===== src/rtl/csq_pkg.sv =====
// ----------------------------------------------------------------------------
// csq_pkg
// Shared types and constants for the counting semaphore wait queue.
// ----------------------------------------------------------------------------
package csq_pkg;

    localparam int NUM_PROCS_DEF   = 16;
    localparam int COUNT_WIDTH_DEF = 16;
    localparam int REF_WIDTH_DEF   = 8;

    localparam int FUNC_W    = 2;
    localparam int PROC_ID_W = 4;
    localparam int FAULT_W   = 2;
    localparam int APB_DW    = 32;
    localparam int APB_AW    = 3;

    localparam logic [FUNC_W-1:0] FUNC_WAIT   = 2'd0;
    localparam logic [FUNC_W-1:0] FUNC_SIGNAL = 2'd1;
    localparam logic [FUNC_W-1:0] FUNC_READ   = 2'd2;

    localparam logic REG_INITIAL_COUNT = 1'b0;

    typedef enum logic [FAULT_W-1:0] {
        FAULT_NONE      = 2'd0,
        FAULT_EMPTY     = 2'd1,
        FAULT_COUNT_SAT = 2'd2,
        FAULT_REF_SAT   = 2'd3
    } t_fault;

    typedef enum logic [1:0] {
        S_IDLE,
        S_FETCH,
        S_EXEC
    } t_state;

    typedef struct packed {
        logic load;
        logic exec;
    } t_ctrl_cmd;

    typedef struct packed {
        logic out_stall;
    } t_dp_status;

endpackage


===== src/rtl/csq_ram.sv =====
// ----------------------------------------------------------------------------
// csq_ram
// Generic single-write, single-read RAM with registered read data.
// ----------------------------------------------------------------------------
module csq_ram #(
    parameter int WIDTH = 4,
    parameter int DEPTH = 16
) (
    input  logic                     i_clk,
    input  logic                     i_we,
    input  logic [$clog2(DEPTH)-1:0] i_waddr,
    input  logic [WIDTH-1:0]         i_wdata,
    input  logic [$clog2(DEPTH)-1:0] i_raddr,
    output logic [WIDTH-1:0]         o_rdata
);

    logic [WIDTH-1:0] r_mem [DEPTH];
    logic [WIDTH-1:0] r_rdata;

    always_ff @(posedge i_clk) begin
        if (i_we) begin
            r_mem[i_waddr] <= i_wdata;
        end
        r_rdata <= r_mem[i_raddr];
    end

    assign o_rdata = r_rdata;

endmodule


===== src/rtl/csq_ctrl.sv =====
// ----------------------------------------------------------------------------
// csq_ctrl
// Operation sequencer: accept a word, fetch the queue head, execute.
// ----------------------------------------------------------------------------
module csq_ctrl (
    input  logic                i_clk,
    input  logic                i_rst_n,
    input  logic                i_in_valid,
    output logic                o_in_ready,
    input  csq_pkg::t_dp_status i_status,
    output csq_pkg::t_ctrl_cmd  o_cmd
);

    import csq_pkg::*;

    t_state r_state;
    t_state n_state;

    always_ff @(posedge i_clk) begin
        if (!i_rst_n) begin
            r_state <= S_IDLE;
        end else begin
            r_state <= n_state;
        end
    end

    always_comb begin
        n_state    = r_state;
        o_in_ready = 1'b0;
        o_cmd      = '0;
        unique case (r_state)
            S_IDLE: begin
                o_in_ready = 1'b1;
                if (i_in_valid) begin
                    o_cmd.load = 1'b1;
                    n_state    = S_FETCH;
                end
            end
            S_FETCH: begin
                n_state = S_EXEC;
            end
            S_EXEC: begin
                if (!i_status.out_stall) begin
                    o_cmd.exec = 1'b1;
                    n_state    = S_IDLE;
                end
            end
            default: begin
                n_state = S_IDLE;
            end
        endcase
    end

endmodule


===== src/rtl/csq_datapath.sv =====
// ----------------------------------------------------------------------------
// csq_datapath
// Count register, wait counts, waiter queue and result register.
// ----------------------------------------------------------------------------
module csq_datapath #(
    parameter int NUM_PROCS   = csq_pkg::NUM_PROCS_DEF,
    parameter int COUNT_WIDTH = csq_pkg::COUNT_WIDTH_DEF,
    parameter int REF_WIDTH   = csq_pkg::REF_WIDTH_DEF
) (
    input  logic                          i_clk,
    input  logic                          i_rst_n,
    input  logic                          i_cfg_we,
    input  logic [COUNT_WIDTH-1:0]        i_cfg_data,
    output logic [COUNT_WIDTH-1:0]        o_init_count,
    input  csq_pkg::t_ctrl_cmd            i_cmd,
    output csq_pkg::t_dp_status           o_status,
    input  logic [csq_pkg::FUNC_W-1:0]    i_func,
    input  logic [csq_pkg::PROC_ID_W-1:0] i_proc_id,
    output logic                          o_out_valid,
    input  logic                          i_out_ready,
    output logic [COUNT_WIDTH-1:0]        o_count,
    output logic                          o_slept,
    output logic                          o_woke_valid,
    output logic [csq_pkg::PROC_ID_W-1:0] o_woke_proc,
    output logic [csq_pkg::FAULT_W-1:0]   o_fault
);

    import csq_pkg::*;

    localparam int CW        = COUNT_WIDTH;
    localparam int RW        = REF_WIDTH;
    localparam int PTR_W     = $clog2(NUM_PROCS);
    localparam int OCC_W     = $clog2(NUM_PROCS + 1);
    localparam int ID_SPACE  = 2 ** PROC_ID_W;
    localparam int REF_DEPTH = (NUM_PROCS < ID_SPACE) ? NUM_PROCS : ID_SPACE;
    localparam int IDX_W     = $clog2(REF_DEPTH);

    localparam logic [CW-1:0]    CNT_MAX  = {1'b0, {(CW-1){1'b1}}};
    localparam logic [CW-1:0]    CNT_MIN  = {1'b1, {(CW-1){1'b0}}};
    localparam logic [CW-1:0]    CNT_ONE  = CW'(1);
    localparam logic [RW-1:0]    REF_MAX  = {RW{1'b1}};
    localparam logic [RW-1:0]    REF_ONE  = RW'(1);
    localparam logic [PTR_W-1:0] PTR_LAST = PTR_W'(NUM_PROCS - 1);
    localparam logic [OCC_W-1:0] OCC_FULL = OCC_W'(NUM_PROCS);
    localparam logic [OCC_W-1:0] OCC_ONE  = OCC_W'(1);

    logic [CW-1:0]        r_init;
    logic [CW-1:0]        r_count;
    logic [PTR_W-1:0]     r_head;
    logic [PTR_W-1:0]     r_tail;
    logic [OCC_W-1:0]     r_occ;
    logic [RW-1:0]        r_refs [REF_DEPTH];
    logic [FUNC_W-1:0]    r_func;
    logic [PROC_ID_W-1:0] r_pid;
    logic                 r_out_valid;
    logic [CW-1:0]        r_out_count;
    logic                 r_out_slept;
    logic                 r_out_woke_valid;
    logic [PROC_ID_W-1:0] r_out_woke_proc;
    logic [FAULT_W-1:0]   r_out_fault;

    logic [CW-1:0]        n_count;
    logic [PTR_W-1:0]     n_head;
    logic [PTR_W-1:0]     n_tail;
    logic [OCC_W-1:0]     n_occ;
    logic [RW-1:0]        n_ref;
    logic                 ref_we;
    logic [IDX_W-1:0]     ref_idx;
    logic [RW-1:0]        ref_cur;
    logic                 fifo_we;
    logic [PROC_ID_W-1:0] fifo_head_pid;
    logic                 res_slept;
    logic                 res_woke_valid;
    logic [PROC_ID_W-1:0] res_woke_proc;
    t_fault               res_fault;
    logic                 pid_ok;
    logic                 cnt_le_zero;

    csq_ram #(
        .WIDTH (PROC_ID_W),
        .DEPTH (NUM_PROCS)
    ) u_waiter_fifo (
        .i_clk   (i_clk),
        .i_we    (fifo_we),
        .i_waddr (r_tail),
        .i_wdata (r_pid),
        .i_raddr (r_head),
        .o_rdata (fifo_head_pid)
    );

    assign pid_ok      = (32'(r_pid) < NUM_PROCS);
    assign cnt_le_zero = r_count[CW-1] || (r_count == '0);
    assign ref_idx     = (r_func == FUNC_SIGNAL) ? fifo_head_pid[IDX_W-1:0] : r_pid[IDX_W-1:0];
    assign ref_cur     = r_refs[ref_idx];

    always_comb begin
        n_count        = r_count;
        n_head         = r_head;
        n_tail         = r_tail;
        n_occ          = r_occ;
        n_ref          = ref_cur;
        ref_we         = 1'b0;
        fifo_we        = 1'b0;
        res_slept      = 1'b0;
        res_woke_valid = 1'b0;
        res_woke_proc  = '0;
        res_fault      = FAULT_NONE;
        unique case (r_func)
            FUNC_WAIT: begin
                if (!pid_ok) begin
                    n_count = r_count;
                end else if (r_count == CNT_MIN) begin
                    res_fault = FAULT_COUNT_SAT;
                end else if (cnt_le_zero) begin
                    if (ref_cur == REF_MAX) begin
                        res_fault = FAULT_REF_SAT;
                    end else begin
                        n_count = r_count - CNT_ONE;
                        if ((ref_cur == '0) && (r_occ < OCC_FULL)) begin
                            fifo_we = 1'b1;
                            n_tail  = (r_tail == PTR_LAST) ? '0 : r_tail + PTR_W'(1);
                            n_occ   = r_occ + OCC_ONE;
                        end
                        ref_we    = 1'b1;
                        n_ref     = ref_cur + REF_ONE;
                        res_slept = 1'b1;
                    end
                end else begin
                    n_count = r_count - CNT_ONE;
                end
            end
            FUNC_SIGNAL: begin
                if (r_count == CNT_MAX) begin
                    res_fault = FAULT_COUNT_SAT;
                end else begin
                    n_count = r_count + CNT_ONE;
                    if (r_count[CW-1]) begin
                        if (r_occ == '0) begin
                            res_fault = FAULT_EMPTY;
                        end else begin
                            ref_we = 1'b1;
                            n_ref  = (ref_cur == '0) ? '0 : ref_cur - REF_ONE;
                            if (ref_cur <= REF_ONE) begin
                                n_head         = (r_head == PTR_LAST) ? '0 : r_head + PTR_W'(1);
                                n_occ          = r_occ - OCC_ONE;
                                res_woke_valid = 1'b1;
                                res_woke_proc  = fifo_head_pid;
                            end
                        end
                    end
                end
            end
            default: begin
                n_count = r_count;
            end
        endcase
    end

    always_ff @(posedge i_clk) begin
        if (!i_rst_n) begin
            r_init  <= '0;
            r_count <= '0;
            r_head  <= '0;
            r_tail  <= '0;
            r_occ   <= '0;
            for (int i = 0; i < REF_DEPTH; i++) begin
                r_refs[i] <= '0;
            end
        end else if (i_cfg_we) begin
            r_init  <= i_cfg_data;
            r_count <= i_cfg_data;
            r_head  <= '0;
            r_tail  <= '0;
            r_occ   <= '0;
            for (int i = 0; i < REF_DEPTH; i++) begin
                r_refs[i] <= '0;
            end
        end else if (i_cmd.exec) begin
            r_count <= n_count;
            r_head  <= n_head;
            r_tail  <= n_tail;
            r_occ   <= n_occ;
            if (ref_we) begin
                r_refs[ref_idx] <= n_ref;
            end
        end
    end

    always_ff @(posedge i_clk) begin
        if (!i_rst_n) begin
            r_out_valid <= 1'b0;
        end else if (i_cmd.exec) begin
            r_out_valid <= 1'b1;
        end else if (i_out_ready) begin
            r_out_valid <= 1'b0;
        end
    end

    always_ff @(posedge i_clk) begin
        if (i_cmd.load) begin
            r_func <= i_func;
            r_pid  <= i_proc_id;
        end
        if (i_cmd.exec) begin
            r_out_count      <= n_count;
            r_out_slept      <= res_slept;
            r_out_woke_valid <= res_woke_valid;
            r_out_woke_proc  <= res_woke_proc;
            r_out_fault      <= res_fault;
        end
    end

    assign o_status.out_stall = r_out_valid && !i_out_ready;
    assign o_init_count       = r_init;
    assign o_out_valid        = r_out_valid;
    assign o_count            = r_out_count;
    assign o_slept            = r_out_slept;
    assign o_woke_valid       = r_out_woke_valid;
    assign o_woke_proc        = r_out_woke_proc;
    assign o_fault            = r_out_fault;

endmodule


===== src/rtl/counting_semaphore_wait_queue.sv =====
// ----------------------------------------------------------------------------
// counting_semaphore_wait_queue
// Counting semaphore with a FIFO of sleeping process ids and per-process
// wait counts.
//
//   channel   direction   handshake                  payload
//   in        input       i_in_valid / o_in_ready    i_func, i_proc_id
//   out       output      o_out_valid / i_out_ready  o_count, o_slept, o_woke_*, o_fault
//   cfg       input       APB write/read             initial_count at 0x0
//
// Each word passes through accept, head-of-queue fetch from the waiter RAM
// (registered read) and execute into the result register.
// Reset and every initial_count write load the count and empty the queue.
// A result waiting on i_out_ready holds the next word in its execute cycle.
// ----------------------------------------------------------------------------
module counting_semaphore_wait_queue #(
    parameter int NUM_PROCS   = csq_pkg::NUM_PROCS_DEF,
    parameter int COUNT_WIDTH = csq_pkg::COUNT_WIDTH_DEF,
    parameter int REF_WIDTH   = csq_pkg::REF_WIDTH_DEF
) (
    input  logic                          i_clk,
    input  logic                          i_rst_n,
    input  logic                          psel,
    input  logic                          penable,
    input  logic                          pwrite,
    input  logic [csq_pkg::APB_AW-1:0]    paddr,
    input  logic [csq_pkg::APB_DW-1:0]    pwdata,
    output logic [csq_pkg::APB_DW-1:0]    prdata,
    output logic                          pready,
    input  logic                          i_in_valid,
    output logic                          o_in_ready,
    input  logic [csq_pkg::FUNC_W-1:0]    i_func,
    input  logic [csq_pkg::PROC_ID_W-1:0] i_proc_id,
    output logic                          o_out_valid,
    input  logic                          i_out_ready,
    output logic [COUNT_WIDTH-1:0]        o_count,
    output logic                          o_slept,
    output logic                          o_woke_valid,
    output logic [csq_pkg::PROC_ID_W-1:0] o_woke_proc,
    output logic [csq_pkg::FAULT_W-1:0]   o_fault
);

    import csq_pkg::*;

    t_ctrl_cmd              cmd;
    t_dp_status             status;
    logic                   cfg_we;
    logic [COUNT_WIDTH-1:0] init_count;

    assign pready = 1'b1;
    assign cfg_we = psel && penable && pwrite && (paddr[2] == REG_INITIAL_COUNT);
    assign prdata = (paddr[2] == REG_INITIAL_COUNT) ? APB_DW'($signed(init_count)) : '0;

    csq_ctrl u_ctrl (
        .i_clk      (i_clk),
        .i_rst_n    (i_rst_n),
        .i_in_valid (i_in_valid),
        .o_in_ready (o_in_ready),
        .i_status   (status),
        .o_cmd      (cmd)
    );

    csq_datapath #(
        .NUM_PROCS   (NUM_PROCS),
        .COUNT_WIDTH (COUNT_WIDTH),
        .REF_WIDTH   (REF_WIDTH)
    ) u_datapath (
        .i_clk        (i_clk),
        .i_rst_n      (i_rst_n),
        .i_cfg_we     (cfg_we),
        .i_cfg_data   (pwdata[COUNT_WIDTH-1:0]),
        .o_init_count (init_count),
        .i_cmd        (cmd),
        .o_status     (status),
        .i_func       (i_func),
        .i_proc_id    (i_proc_id),
        .o_out_valid  (o_out_valid),
        .i_out_ready  (i_out_ready),
        .o_count      (o_count),
        .o_slept      (o_slept),
        .o_woke_valid (o_woke_valid),
        .o_woke_proc  (o_woke_proc),
        .o_fault      (o_fault)
    );

endmodule

===== config.mk =====
export PLATFORM = sky130hd
export DESIGN_NAME = counting_semaphore_wait_queue
export DESIGN_NICKNAME = d
export VERILOG_FILES = /design/src/rtl/csq_pkg.sv /design/src/rtl/csq_ram.sv /design/src/rtl/csq_ctrl.sv /design/src/rtl/csq_datapath.sv /design/src/rtl/counting_semaphore_wait_queue.sv
export SDC_FILE = /design/constraint.sdc
export NUM_CORES = 1
export LEC_CHECK = 0
export CORE_ASPECT_RATIO = 0.7
export CORE_MARGIN = 4
export CORE_UTILIZATION = 58
export DETAILED_ROUTE_END_ITERATION = 8
export DONT_BUFFER_PORTS = 1
export PLACE_DENSITY = 0.82
export SLEW_MARGIN = 5
export SYNTH_ARGS = -nofsm -noshare
export SYNTH_HDL_FRONTEND = slang
export SYNTH_HIERARCHICAL = 1
export SYNTH_SLANG_ARGS = --single-unit

===== constraint.sdc =====
create_clock -name i_clk -period 4.4 [get_ports i_clk]
set_clock_uncertainty 0.05 [all_clocks]
set_input_delay 0 -clock i_clk [delete_from_list [all_inputs] [get_ports i_clk]]
set_output_delay 0 -clock i_clk [all_outputs]
set_load 0.01 [all_outputs]

==> results.md <==
* Gr ovfl total at 0
* Largest net degree at the start of global routing at 40
* Row count at 46
* Final setup TNS at 0 ps
* WL per Instance at 23.7 um
* Root Buffer: clkbuf_16
* Vias/cell at about 6.7
* Netlist Area Pre-Place at 13500 sq um
* Total die area at approximately 26000 sq um
* Rel. slew slack at 0.308
* Area leader, netlist: edfxtp_1
* Worst Hold Class: in -> out
* Vias in the first global route at about 9500
* Lkg Pwr at 5.28 nW
* Worst-Margin Slew at 1040 ps
* Layout net count at about 1300
* IO Port Bufs at 0
* Critical path peak fanout at 5
* Clk buf depth at 3
* Final period utilization at 0.982
* Status: complete, no violations
* ANT nets after route at 0
* PwrDens at 390 nW/um^2
* Via Count at 10200
* Top FF cell, synth: edfxtp_1
* Post-Syn Instances at 1162
* Max-cap violation count at 0
* Iteration-0 DRC Markers at 1600
* CP Class: reg -> reg
* Clock slew at reported path FFs at 60 ps
* Non-filler cells in the finished layout at 1522
* Finished Core Util at 0.659
* # diodes at 0
* Number of flops mapped to enable cells by yosys at 222
* Remaining DRCs at 0
* Synth cell types at 100
* Clk Latency, worst-skew pair at 520 ps
* Nature of the critical path startpoint: register
* Yosys warns at 6
* Share of the synthesized area in the top cell type at 0.495
* Share of cells above drive strength 1 at 0.145
* # H-tree levels at 1
* Fill cell count at 1616
* Pre-Repair DR Iteration Count at 6
* Final setup viols at 0
* Post-synthesis sequential area ratio at 0.572
* Post-Place Setup Slack at -157 ps
* GPL Wtd Cong at 0.969
* Mean post-synth cell area at 11.6 sq um
* Req. time, crit path at approximately 4600 ps
* Hold slack at 4.01 ps
* CTS sink count at 274
* Ys async rst share at 0
* First-pass GRT wire length at 55.3 mm
* Commonest cells post-synth: edfxtp_1, nor2_1, nand2_1, o22ai_1, dfxtp_1
* Initial antenna violation count at 1
* DP HPWL at about 24 mm
* Area occupied by multi-input gates at 5260 sq um
* Die Width at approximately 190 um
* FF/Latch Area at approximately 7700 sq um
* IO Count at 107
* Area grow syn2layout at 11.1%
* Max Fclk at between 200 and 250 MHz
* Main area contributors after synthesis: edfxtp_1, dfxtp_1, nor2_1
* Setup ws final at 80.7 ps
* Placed cells at 1450
* Power, Total at 5.84 mW
* Fin. Hold Viols at 0
* Register bit count reported by yosys at 274
* Cell area after layout at 15000 sq um
* Max-slew violation count at 0
* Die Ht at about 140 um
* Core Footprint at 22700 sq um
* Placed Area at 13800 sq um
* Starting density of the core at 0.593
* Post-route minimum period at about 4300 ps
* VDD IR max at a little over 0.4 mV
* GRT Util Overall at 0.275
* Num CTS Buffers at 25
* Most frequent cell after synthesis: edfxtp_1
* Worst Path Arrival at 4470 ps
* Synthesized Nets at 1223
* Crit. End Element: register
* Total Wirelength at 36.0 mm
* CTS tree: built
critical path, stage by stage, from the launching register on:
cell,delay [ps]
edfxtp_1,480
and4bb_1,310
a31o_1,320
buf_4,210
a22oi_1,230
a21boi_1,160
a2111oi_4,250
inv_1,120
ha_1,250
inv_1,110
nor3_2,70
a211oi_2,340
and2_1,260
or3b_2,580
nor3_4,260
flip-flops by register name, indices dropped and copies added, names as in the netlist:
register and flops:
u_ctrl/r_state 2, u_datapath/o_count 16, u_datapath/o_fault 2, u_datapath/o_init_count 16, u_datapath/o_out_valid 1, u_datapath/o_slept 1, u_datapath/o_woke_proc 4, u_datapath/o_woke_valid 1
u_datapath/r_count 16, u_datapath/r_func 2, u_datapath/r_head 4, u_datapath/r_occ 5, u_datapath/r_pid 4, u_datapath/r_refs 128, u_datapath/r_tail 4, u_datapath/u_waiter_fifo/o_rdata 4
u_datapath/u_waiter_fifo/r_mem 64
kinds of logic (layout without fill, tap and decap cells):
logic type	count (synthesis)	in the layout	share of synthesized area
XOR/XNOR	21	21	0.0136
other	1	1	0.000278
adder cells (fa/ha/maj)	13	13	0.0126
AND/OR/NAND/NOR	483	483	0.186
AO/OA/AOI/OAI	217	217	0.119
flip-flops	274	274	0.572
multiplexers	41	41	0.0509
buffers and inverters	112	160	0.0462
report_power, final:
| group | switching, mW | internal [mW] |
|---|---|---|
| Combinational | 0.598 | 0.287 |
| Clock | 0.909 | 1.11 |
| Sequential | 0.0577 | 2.88 |
| Total | 1.57 | 4.28 |
area by class of cell:
cell class / instances / area share
clock buffer: 36 / 0.0445
clock inverter: 6 / 0.00409
inverter: 28 / 0.00719
multi-input combinational: 776 / 0.351
sequential: 274 / 0.515
tap: 312 / 0.0261
timing repair buffer: 90 / 0.0521
cell usage in the layout, fill, tap and decap left out, types with 10 or more instances in the layout:
cell type,count
or3_1,14
o21ai_1,18
o22ai_1,57
dlygate4sd3_1,25
clkbuf_1,11
nand2_2,10
ha_1,12
nand4_2,13
o21ai_0,31
a22oi_1,11
nand2_1,47
dfxtp_1,52
and3_1,14
a21oi_1,22
inv_1,27
nor3_1,30
edfxtp_1,222
nor2_1,202
mux2i_1,21
nor2b_1,16
nand4_1,20
nand3_1,39
clkbuf_16,25
xnor2_1,18
buf_4,61
mux4_1,14
per-layer routing:
layer / part of all wire / track usage / vias up
li1: - / - / 4438
met1: 0.41 / 0.418 / 4884
met2: 0.42 / 0.386 / 773
met3: 0.15 / 0.0979 / 72
met4: 0.018 / 0.0514 / 2
met5: 0.00025 / 0 / -
worst paths after layout:
kind / startpoint / endpoint / slack [ps] / cells past startpoint
worst max register to register: u_datapath/r_func[0]$_DFFE_PP_ / u_datapath/u_waiter_fifo/r_mem[0][0]$_DFFE_PP_ / 80 / 14
worst min-delay path: paddr[2] / prdata[5] / 4 / 1
worst min register to register: u_datapath/o_init_count[12]$_SDFFE_PN0P_ / u_datapath/o_init_count[12]$_SDFFE_PN0P_ / 440 / 2
worst max-delay path: u_datapath/r_func[0]$_DFFE_PP_ / u_datapath/u_waiter_fifo/r_mem[0][0]$_DFFE_PP_ / 80 / 14
what timing repair did:
action                     in CTS  in global routing
gates resized for setup         8                 19
buffers inserted                0                  5
hold buffers                   25                  0
setup endpoints to repair     164                335
pin swaps                       0                  2
hold endpoints to repair       47                  0
Power figures use the tool's default switching activity.
